==> src/sv/jet_pkg.sv <==
// Shared types, register codes and fixed-point helpers for the Julia escape-time unit.
package jet_pkg;

   // Fixed-point format: signed Q4.28
   localparam int Q_FRAC = 28;
   localparam int Q_W    = 32;
   // Width that holds every pre-saturation sum in this design
   localparam int SUM_W  = 42;

   // 4.0 in unsigned Q8.56
   localparam logic [63:0] ESCAPE_LIMIT = 64'h0400_0000_0000_0000;

   // Configuration register indexes
   localparam int CSR_IDX_W = 3;
   localparam logic [CSR_IDX_W-1:0] CSR_C_REAL         = 3'd0;
   localparam logic [CSR_IDX_W-1:0] CSR_C_IMAG         = 3'd1;
   localparam logic [CSR_IDX_W-1:0] CSR_ORIGIN_REAL    = 3'd2;
   localparam logic [CSR_IDX_W-1:0] CSR_ORIGIN_IMAG    = 3'd3;
   localparam logic [CSR_IDX_W-1:0] CSR_PIXEL_STEP     = 3'd4;
   localparam logic [CSR_IDX_W-1:0] CSR_MAX_ITERATIONS = 3'd5;

   // Register reset values
   localparam logic signed [31:0] C_REAL_RST      = -32'sd214748365;
   localparam logic signed [31:0] C_IMAG_RST      = -32'sd23890756;
   localparam logic signed [31:0] ORIGIN_REAL_RST = -32'sd469762048;
   localparam logic signed [31:0] ORIGIN_IMAG_RST = -32'sd469762048;
   localparam logic [30:0]        PIXEL_STEP_RST  = 31'd917504;
   localparam logic [15:0]        MAX_ITER_RST    = 16'd1000;

   // Most negative and most positive Q4.28 values
   localparam logic signed [31:0] Q_MIN = 32'sh8000_0000;
   localparam logic signed [31:0] Q_MAX = 32'sh7FFF_FFFF;

   typedef struct packed {
      logic [9:0] pixel_x;
      logic [9:0] pixel_y;
   } req_type;

   typedef struct packed {
      logic [15:0] escape_count;
      logic        inside_res;
   } rsp_type;

   typedef struct packed {
      logic signed [31:0] c_real;
      logic signed [31:0] c_imag;
      logic signed [31:0] origin_real;
      logic signed [31:0] origin_imag;
      logic [30:0]        pixel_step;
      logic [15:0]        max_iterations;
   } cfg_type;

   // Operand pairs for the three multipliers of the shared unit
   typedef struct packed {
      logic signed [31:0] a0;
      logic signed [31:0] b0;
      logic signed [31:0] a1;
      logic signed [31:0] b1;
      logic signed [31:0] a2;
      logic signed [31:0] b2;
   } mul_req_type;

   typedef struct packed {
      logic signed [63:0] p0;
      logic signed [63:0] p1;
      logic signed [63:0] p2;
   } mul_rsp_type;

   // Clamp a wide two's complement sum to the Q4.28 range
   function automatic logic signed [31:0] sat_q(input logic [SUM_W-1:0] v);
      logic [SUM_W-Q_W:0] top;
      top = v[SUM_W-1:Q_W-1];
      if (top == '0 || top == '1) begin
         return v[Q_W-1:0];
      end else if (v[SUM_W-1]) begin
         return Q_MIN;
      end else begin
         return Q_MAX;
      end
   endfunction

endpackage

==> src/sv/jet_csr.sv <==
// Configuration register bank of the Julia escape-time unit.
module jet_csr (
   input  logic                           clock,
   input  logic                           reset,
   input  logic                           csr_valid,
   output logic                           csr_ready,
   input  logic [jet_pkg::CSR_IDX_W-1:0]  csr_index,
   input  logic [31:0]                    csr_data,
   output jet_pkg::cfg_type               cfg
);

   jet_pkg::cfg_type cfg_ff;
   jet_pkg::cfg_type cfg_in;

   // Always take writes; the bank has no busy time
   assign csr_ready = 1'b1;
   assign cfg       = cfg_ff;

   // Decode the write; drop unknown indexes
   always_comb begin
      cfg_in = cfg_ff;
      if (csr_valid) begin
         unique case (csr_index)
            jet_pkg::CSR_C_REAL:         cfg_in.c_real         = csr_data;
            jet_pkg::CSR_C_IMAG:         cfg_in.c_imag         = csr_data;
            jet_pkg::CSR_ORIGIN_REAL:    cfg_in.origin_real    = csr_data;
            jet_pkg::CSR_ORIGIN_IMAG:    cfg_in.origin_imag    = csr_data;
            jet_pkg::CSR_PIXEL_STEP:     cfg_in.pixel_step     = csr_data[30:0];
            jet_pkg::CSR_MAX_ITERATIONS: cfg_in.max_iterations = csr_data[15:0];
            default: ;
         endcase
      end
   end

   always_ff @(posedge clock) begin
      if (reset) begin
         cfg_ff.c_real         <= jet_pkg::C_REAL_RST;
         cfg_ff.c_imag         <= jet_pkg::C_IMAG_RST;
         cfg_ff.origin_real    <= jet_pkg::ORIGIN_REAL_RST;
         cfg_ff.origin_imag    <= jet_pkg::ORIGIN_IMAG_RST;
         cfg_ff.pixel_step     <= jet_pkg::PIXEL_STEP_RST;
         cfg_ff.max_iterations <= jet_pkg::MAX_ITER_RST;
      end else begin
         cfg_ff <= cfg_in;
      end
   end

endmodule

==> config.mk <==
export PLATFORM = sky130hd
export DESIGN_NAME = jet_csr
export DESIGN_NICKNAME = d
export VERILOG_FILES = /design/src/sv/jet_pkg.sv /design/src/sv/jet_csr.sv
export SDC_FILE = /design/constraint.sdc
export NUM_CORES = 1
export LEC_CHECK = 0
export BUFFER_PORTS_ARGS = -buffer_cell sky130_fd_sc_hd__buf_2
export CAP_MARGIN = 20
export CORE_MARGIN = 2
export CORE_UTILIZATION = 55
export CTS_CLUSTER_DIAMETER = 100
export CTS_CLUSTER_SIZE = 40
export DETAILED_ROUTE_END_ITERATION = 6
export PLACE_DENSITY = 0.93
export SLEW_MARGIN = 20
export SYNTH_ARGS = -nofsm -noshare
export SYNTH_HDL_FRONTEND = slang
export SYNTH_SLANG_ARGS = --single-unit
export TNS_END_PERCENT = 1
==> constraint.sdc <==
create_clock -name clock -period 2.07 [get_ports clock]
set_clock_uncertainty 0.05 [all_clocks]
set_input_delay 0.414 -clock clock [delete_from_list [all_inputs] [get_ports clock]]
set_output_delay 0.414 -clock clock [all_outputs]
set_load 0.05 [all_outputs]
# ---- Yosys cells after proc, flatten, opt, wreduce, memory -nomap -nowiden
# Cells that the tools add are included.
dict set report totals {
  rom_bits 0
  reg_bits 175
  latchBits 0
  ram_bits 0
  wordCells 18
  memories 0
  inputBits 38
  out_inout_bits 176
}
dict set report classes {
  div 0
  magnitude_cmp 0
  muxes 0
  n_reduce_logical 7
  bitwise_logic 0
  add_sub_neg 0
  n_eq_ne 5
  shift 0
  mul 0
}
# op n
set op_table {}
lappend op_table {{2-bit AND reduction} 6}
lappend op_table {{3-bit by 2-bit equality test with 1-bit output, second input constant} 2}
lappend op_table {{3-bit equality test, second input constant} 2}
lappend op_table {{3-bit by 1-bit equality test with 1-bit output, second input constant} 1}
lappend op_table {{3-bit logical NOT} 1}

# ---- Logic depth before layout (Yosys ltp)
# Gate-level depths: netlist (run 1).
dict set report depth {
  word_depth 2
  ltp_mapped 6
  depth_no_buf 2
}

# ---- Least setup slack after synthesis (run 1)
# No wires, ideal clock.
dict set report synth_timing {
  kind {input to register}
  start {input csr_index[0] (netlist bit)}
  end {register cfg_ff (netlist bit cfg[172])}
  path_buffers 2
  slack_ns 0.562
  path_stages 4
  arrival_time_ns 1.332
  required_ns 1.894
  setup_ns 0.126
  cell_sequence {buf_4 > or4b_4 > buf_6 > mux2i_1}
}
dict set report synth_between {
  elab_chain_len 2
}
# element line
set synth_rtl {}
lappend synth_rtl {{start: declaration} jet_csr.sv:7} ;# input logic [jet_pkg::CSR_IDX_W-1:0] csr_index,
lappend synth_rtl {{3-bit logical NOT} jet_csr.sv:23} ;# unique case (csr_index)
lappend synth_rtl {{2-bit AND reduction (no line)} n/a}
lappend synth_rtl {{end signal: assignment} jet_csr.sv:44} ;# cfg_ff <= cfg_in;
lappend synth_rtl {{end: declaration} jet_csr.sv:12} ;# jet_pkg::cfg_type cfg_ff;
# Every way passes these cells.
# A chain may end at the register's enable or synchronous reset.

# ---- Final worst setup path (run 1)
dict set report layout_timing {
  start {register cfg_ff (netlist bit cfg[118])}
  end {output cfg[118] (netlist bit)}
}
# element line
set layout_lines {}
lappend layout_lines {{end: declaration} jet_csr.sv:9} ;# output jet_pkg::cfg_type cfg
# No word-level cell between the ends.

==> key figures, run 1 <==
Critical path
  • Type of element capturing the critical path: primary output
  • Critical Path RT: ~1600 ps
  • Critical Setup Path Class: flop to primary output
  • End of the worst register-to-register path: cfg[93]
  • Critical Path End: cfg[118]
  • Nature of the critical path startpoint: flop
  • Cell with the biggest individual delay on the critical path: dfxtp_1
  • Launch point of the worst reg-to-reg path: cfg[93]
  • Data arrival time of the worst path: ~1100 ps
  • CP delay by family, top: flip-flops
  • Beginning of the critical path: cfg[118]
  • Register-to-register path setup slack: 1330 ps
  • Worst path bufs/invs: 1
  • Cell breakdown of the critical path: buf_2
  • Max incr delay on CP: 380 ps
  • Worst Path Max Fanout: 2
  • Reg2reg path depth: 2
  • Critical Path Stages: 1

Placed design
  • Area after DPL: 8130 sq um
  • Number of cells after detailed placement: 996
  • Buffers added on ports: 212
  • Placer's final routability congestion estimate: between 0.7 and 0.8
  • Post-DP HPWL: 11.7 mm

Clocking
  • Level count of the clock H-tree: 4
  • TritonCTS clock tree: built
  • Worst-case clock buffer depth: 2
  • Clock slew at the register clock pins of the worst setup and hold paths: 70 ps
  • Post-CTS sizing: 0
  • Count of buffers added by post-CTS timing repair for setup: 0
  • Root buffer selected by CTS: clkbuf_16
  • Later-pin clock latency in the skew report: 420 ps
  • Clock buffers created by TritonCTS: 17
  • Number of buffers inserted for hold repair after clock tree synthesis: 0
  • Clk sinks: 175

Global routing
  • Global-route wire length before repair: ~27 mm
  • Number of global-route vias before repair: 5150
  • Final global-route overflow total: 0
  • Pin count of the biggest net entering global routing: 77
  • Number of antenna violations at the first check in global routing: 0
  • Total track usage: 25.6%

Floorplan
  • Num ports: 214
  • Die X-Extent: 116 microns
  • Die outline area: 13500 sq um
  • Chip Height: 116 microns
  • Cell row count: 40
  • Core Area: 12100 sq um
  • Starting utilization of the core area: between 50% and 60%

Synthesis
  • Avg Synthesized Cell Area: approximately 11 sq um
  • Xor/xnor cell area share of the yosys netlist: 0%
  • Register bit count reported by yosys: 175
  • Synthesis Warnings: 0
  • Proportion of synthesized area in mux cells: ~25%
  • Arithmetic-cell share of the synthesized area counting full adders, half adders and majority gates: 0%
  • Distinct cell type count after synthesis: 15
  • Sequential fraction of the synthesis area: 50.8%
  • Complex-gate fraction of the synthesized area: 0%
  • Simple-gate area share of the yosys netlist: 20.0%
  • Mapped Cells: about 650
  • Combinational family with the most area after synthesis: multiplexers
  • Synth cell count leaders: dfxtp_1 (175), mux2i_1 (175), nand2b_1 (151)
  • Share of flip-flops with an asynchronous set or reset after synthesis: 0%
  • Top area cells in the synthesized netlist: dfxtp_1 (51%), mux2i_1 (25%), nand2b_1 (14%), nor2_1 (4.6%), buf_2 (1.5%)
  • Share of the synthesized area in the top cell type: between 50 and 60%
  • Number of enable flip-flop cells after synthesis: 0
  • Cell area after technology mapping: 6900 sq um
  • Top cell type by total area after synthesis: dfxtp_1
  • Primary FF master, synth: dfxtp_1
  • Post-Synthesis Net Count: 685

Timing
  • Post-Route Setup TNS: 0 ps
  • Achievable Freq: roughly 640 MHz
  • Worst hold margin: 213 ps
  • Final setup fails: 0
  • Transition time at the pin with the least slew margin: about 530 ps
  • Worst slew slack as a fraction of its limit: ~64%
  • Setup repair after global routing missed its margin: no
  • Period utilisation layout: 75.0%
  • Fin. max-slew vios: 0
  • Min Clock Period, post-route: 1550 ps
  • Hold Fails Final Rpt: 0

Layout
  • Post-Layout Cell Count: ~1000
  • Layout overhead on the synthesized area: 26.6%
  • Flip-flop count of the largest register, all copies and words added: about 180
  • Total non-filler cell area in the finished layout: 8740 sq um
  • Count of inserted antenna diode cells: 0
  • Net count, final: slightly below 900
  • Total of fill cells in the finished design: 879
  • Share of post-route cells with drive strength above 1: 31.3%

Detailed routing
  • Total wirelength of the detailed-routed design: 17.2 mm
  • Routed vias/inst: 5.07
  • Post-route DRC violation count: 0
  • Final ANT Viol Nets: 0
  • First-pass iteration count of the detailed router: 4
  • Via count: roughly 5200
  • Routed wire length per instance: 16.8 microns
  • Initial drt markers: 298

Power
  • Leak pwr: 4.37 nW
  • Total Power Consumption: 7.56 mW
  • Cell area power density: approximately 860 nW/um^2
  • Highest ir drop seen on vdd: between 500 and 600 uV

Outcome
  • Outcome: complete, no violations

Flow run
  • Number of max-capacitance violations reported: 0

Min path
  • Classification of the worst-slack hold path: input port to flop
==> cell usage in the layout, fill, tap and decap left out, types with 3 or more instances in the layout <==
| cell type | netlist | layout |
|---|---|---|
| dfxtp_1 | 175 | 175 |
| inv_6 | 0 | 3 |
| buf_4 | 8 | 18 |
| buf_2 | 21 | 211 |
| nor2_1 | 84 | 84 |
| buf_12 | 0 | 3 |
| mux2i_1 | 175 | 175 |
| nand2b_1 | 151 | 151 |
| bufinv_16 | 0 | 3 |
| clkbuf_16 | 0 | 17 |
| clkinvlp_4 | 0 | 3 |
==> metrics by stage <==
stage          worst slack, ps  util (%)
6_report                   518      72.2
5_1_grt                    498      72.2
3_3_place_gp               462      67.1
4_1_cts                    505      72.2
2_1_floorplan              562         -
3_5_place_dp               398      67.1
==> cells by family (layout without fill, tap and decap cells) <==
logic type	after synthesis	count (layout)
mux	175	175
flops	175	175
simple gates	245	245
buf+inv	51	264
other cells	1	1
==> area by class of cell <==
cell class / instances / area (sq um) / share of cell area, %
Sequential cell: 175 / 3500 / 40.1
Multi-Input combinational cell: 421 / 3160 / 36.2
Timing Repair Buffer: 232 / 1250 / 14.3
Clock buffer: 20 / 457 / 5.22
Tap cell: 168 / 210 / 2.40
Clock inverter: 12 / 158 / 1.80
==> how the worst min path moves through the flow <==
stage / startpoint / endpoint / depth (start not counted)
3_3_place_gp: cfg[132] / cfg[132] / 2
2_1_floorplan: csr_data[29] / cfg[45] / 2
4_1_cts: csr_data[2] / cfg[113] / 3
5_1_grt: csr_data[21] / cfg[164] / 3
6_report: csr_data[2] / cfg[113] / 3
3_5_place_dp: cfg[70] / cfg[70] / 2
==> worst min-delay path, stage by stage <==
cell     delay (ps)
buf_2            90
nor2_1           40
mux2i_1         110
==> report_power, final <==
group | switching [mW] | total [mW] | internal (mW) | leakage, nW
clock network | 1.35 | 3.32 | 1.97 | 0.293
logic | 0.519 | 0.755 | 0.237 | 2.66
registers | 0.0403 | 3.48 | 3.44 | 1.42
total | 1.91 | 7.56 | 5.65 | 4.37
==> layer usage <==
layer	vias to the layer above	part of all wire, %	track usage (%)
met5	-	0	0
met4	0	1.4	9.05
met3	20	8.2	9.10
met2	196	49	44.2
met1	2468	41	29.6
li1	2524	-	-
Note: power is estimated with default switching activity, not from simulation.
==> run 2, diff against run 1 <==
--- a/config.mk
+++ b/config.mk
@@ -8,11 +8,11 @@
 export BUFFER_PORTS_ARGS = -buffer_cell sky130_fd_sc_hd__buf_2
 export CAP_MARGIN = 20
 export CORE_MARGIN = 2
-export CORE_UTILIZATION = 55
+export CORE_UTILIZATION = 46
 export CTS_CLUSTER_DIAMETER = 100
 export CTS_CLUSTER_SIZE = 40
 export DETAILED_ROUTE_END_ITERATION = 6
-export PLACE_DENSITY = 0.93
+export PLACE_DENSITY = 0.84
 export SLEW_MARGIN = 20
 export SYNTH_ARGS = -nofsm -noshare
 export SYNTH_HDL_FRONTEND = slang
==> constraint.sdc (replaced) <==
create_clock -name clock -period 1.3 [get_ports clock]
set_clock_uncertainty 0.05 [all_clocks]
set_input_delay 0.26 -clock clock [delete_from_list [all_inputs] [get_ports clock]]
set_output_delay 0.26 -clock clock [all_outputs]
set_load 0.05 [all_outputs]
==> key figures, run 2 (synthesized netlist as in run 1, its figures left out) <==
Outcome
  • Outcome: complete, no violations

Layout
  • Layout overhead on the synthesized area: 43.3%
  • Final standard cell utilization of the core: between 60% and 70%
  • Total of fill cells in the finished design: 1001
  • Count of inserted antenna diode cells: 0
  • Leading cell type in the layout, fill and taps excluded: mux2i_1
  • Highest-count cells in the layout ignoring fill and taps: mux2i_1 (175), nand2b_1 (151), dfxtp_1 (140), buf_6 (131), nor2_1 (84)
  • Net count, final: 896
  • Flip-flop count of the largest register, all copies and words added: 175
  • Share of post-route cells with drive strength above 1: 36.0%

Floorplan
  • Starting utilization of the core area: 47.3%
  • Core Area: 14600 sq um
  • Chip Height: 127 microns
  • Die X-Extent: about 130 microns
  • Cell row count: between 40 and 50
  • Die outline area: 16000 sq um
  • Num ports: 214

Detailed routing
  • Post-route DRC violation count: 0
  • Routed wire length per instance: 17.8 microns
  • Total wirelength of the detailed-routed design: 18.8 mm
  • Final ANT Viol Nets: 0
  • Routed vias/inst: just over 5
  • Initial drt markers: around 250
  • First-pass iteration count of the detailed router: 4
  • Via count: 5360

Critical path
  • CP delay by family, top: flip-flops
  • Cell breakdown of the critical path: buf_4
  • Worst path bufs/invs: 1
  • Critical Setup Path Class: flop to primary output
  • Critical Path RT: 990 ps
  • Nature of the critical path startpoint: flop
  • Max incr delay on CP: 350 ps
  • Type of element capturing the critical path: primary output
  • Register-to-register path setup slack: about 530 ps
  • Worst Path Max Fanout: 2
  • Cell with the biggest individual delay on the critical path: dfxtp_1
  • Data arrival time of the worst path: 970 ps

Clocking
  • Level count of the clock H-tree: 4
  • TritonCTS clock tree: built
  • Clock slew at the register clock pins of the worst setup and hold paths: ~60 ps
  • Clock buffers created by TritonCTS: 17
  • Worst-case clock buffer depth: 2
  • Root buffer selected by CTS: clkbuf_16
  • Clk sinks: 175
  • Later-pin clock latency in the skew report: 420 ps
  • Number of buffers inserted for hold repair after clock tree synthesis: 0

Power
  • Cell area power density: 1200 nW/um^2
  • Leak pwr: roughly 4.7 nW
  • Highest ir drop seen on vdd: about 830 uV
  • Total Power Consumption: 11.9 mW

Timing
  • Setup repair after global routing missed its margin: yes
  • Hold Fails Final Rpt: 0
  • Period utilisation layout: 98.3%
  • Final setup fails: 0
  • Fin. max-slew vios: 0
  • Min Clock Period, post-route: about 1300 ps
  • Achievable Freq: 782 MHz

Placed design
  • Post-DP HPWL: 11.7 mm
  • Placer's final routability congestion estimate: 0.799
  • Buffers added on ports: 212

Global routing
  • Pin count of the biggest net entering global routing: 52
  • Number of global-route vias before repair: ~5500
  • Total track usage: 22.4%
  • Global-route wire length before repair: 28.4 mm
  • Number of antenna violations at the first check in global routing: 0
  • Final global-route overflow total: 0

Min path
  • Classification of the worst-slack hold path: input port to flop

Flow run
  • Number of max-capacitance violations reported: 0
## run 2: changes by cell type in the layout (fill, tap and decap cells not counted), sizes merged
cell	before	now
clkinvlp	3	1
inv	3	0
bufinv	3	1
clkbuf	20	26
buf	232	243
## run 2: through the flow
step                hold WS [ps]  TNS [ps]  area (sq um)  std cells  worst slack (ps)
floorplan                    365     -1020          6910        647             -44.6
global placement             403     -7210          8350       1023              -117
detailed placement           412    -11360          8350       1023              -176
CTS                         56.9     -7.81          9420       1054             -7.81
global route                68.5      -126          9890       1054             -25.2
finish                      66.2         0          9890       1054              21.5
## run 2: layer usage
metal	track usage [%]	up-vias	wire length, microns
met5	0	-	0
met1	26.5	2590	7710
li1	-	2547	-
met3	6.62	30	1280
met2	38.5	193	9470
met4	7.89	0	332
## run 2: final timing paths
check                           endpoint  cells past startpoint          from
worst max register to register   cfg[40]                      2       cfg[40]
worst min-delay path             cfg[46]                      3  csr_data[30]
worst min register to register   cfg[57]                      2       cfg[57]
worst max-delay path            cfg[138]                      1      cfg[138]
## run 2: timing repair
item,4_1_cts,5_1_grt
resized for setup,193,148
buffers inserted,0,0
setup endpoints to repair,175,125
## run 2: cell type report
cell class | instances | area (sq um) | area share (%)
Clock buffer | 26 | 519 | 5.25
Clock inverter | 5 | 52.6 | 0.531
Multi-Input combinational cell | 421 | 3170 | 32.0
Sequential cell | 175 | 3550 | 35.9
Tap cell | 184 | 230 | 2.33
Timing Repair Buffer | 243 | 2380 | 24.0
## run 2: power by group
part / total [mW] / internal [mW] / switching, mW
sequential: 5.58 / 5.49 / 0.0878
combinational: 1.39 / 0.539 / 0.855
clock: 4.94 / 2.93 / 2.01
total: 11.9 / 8.96 / 2.95
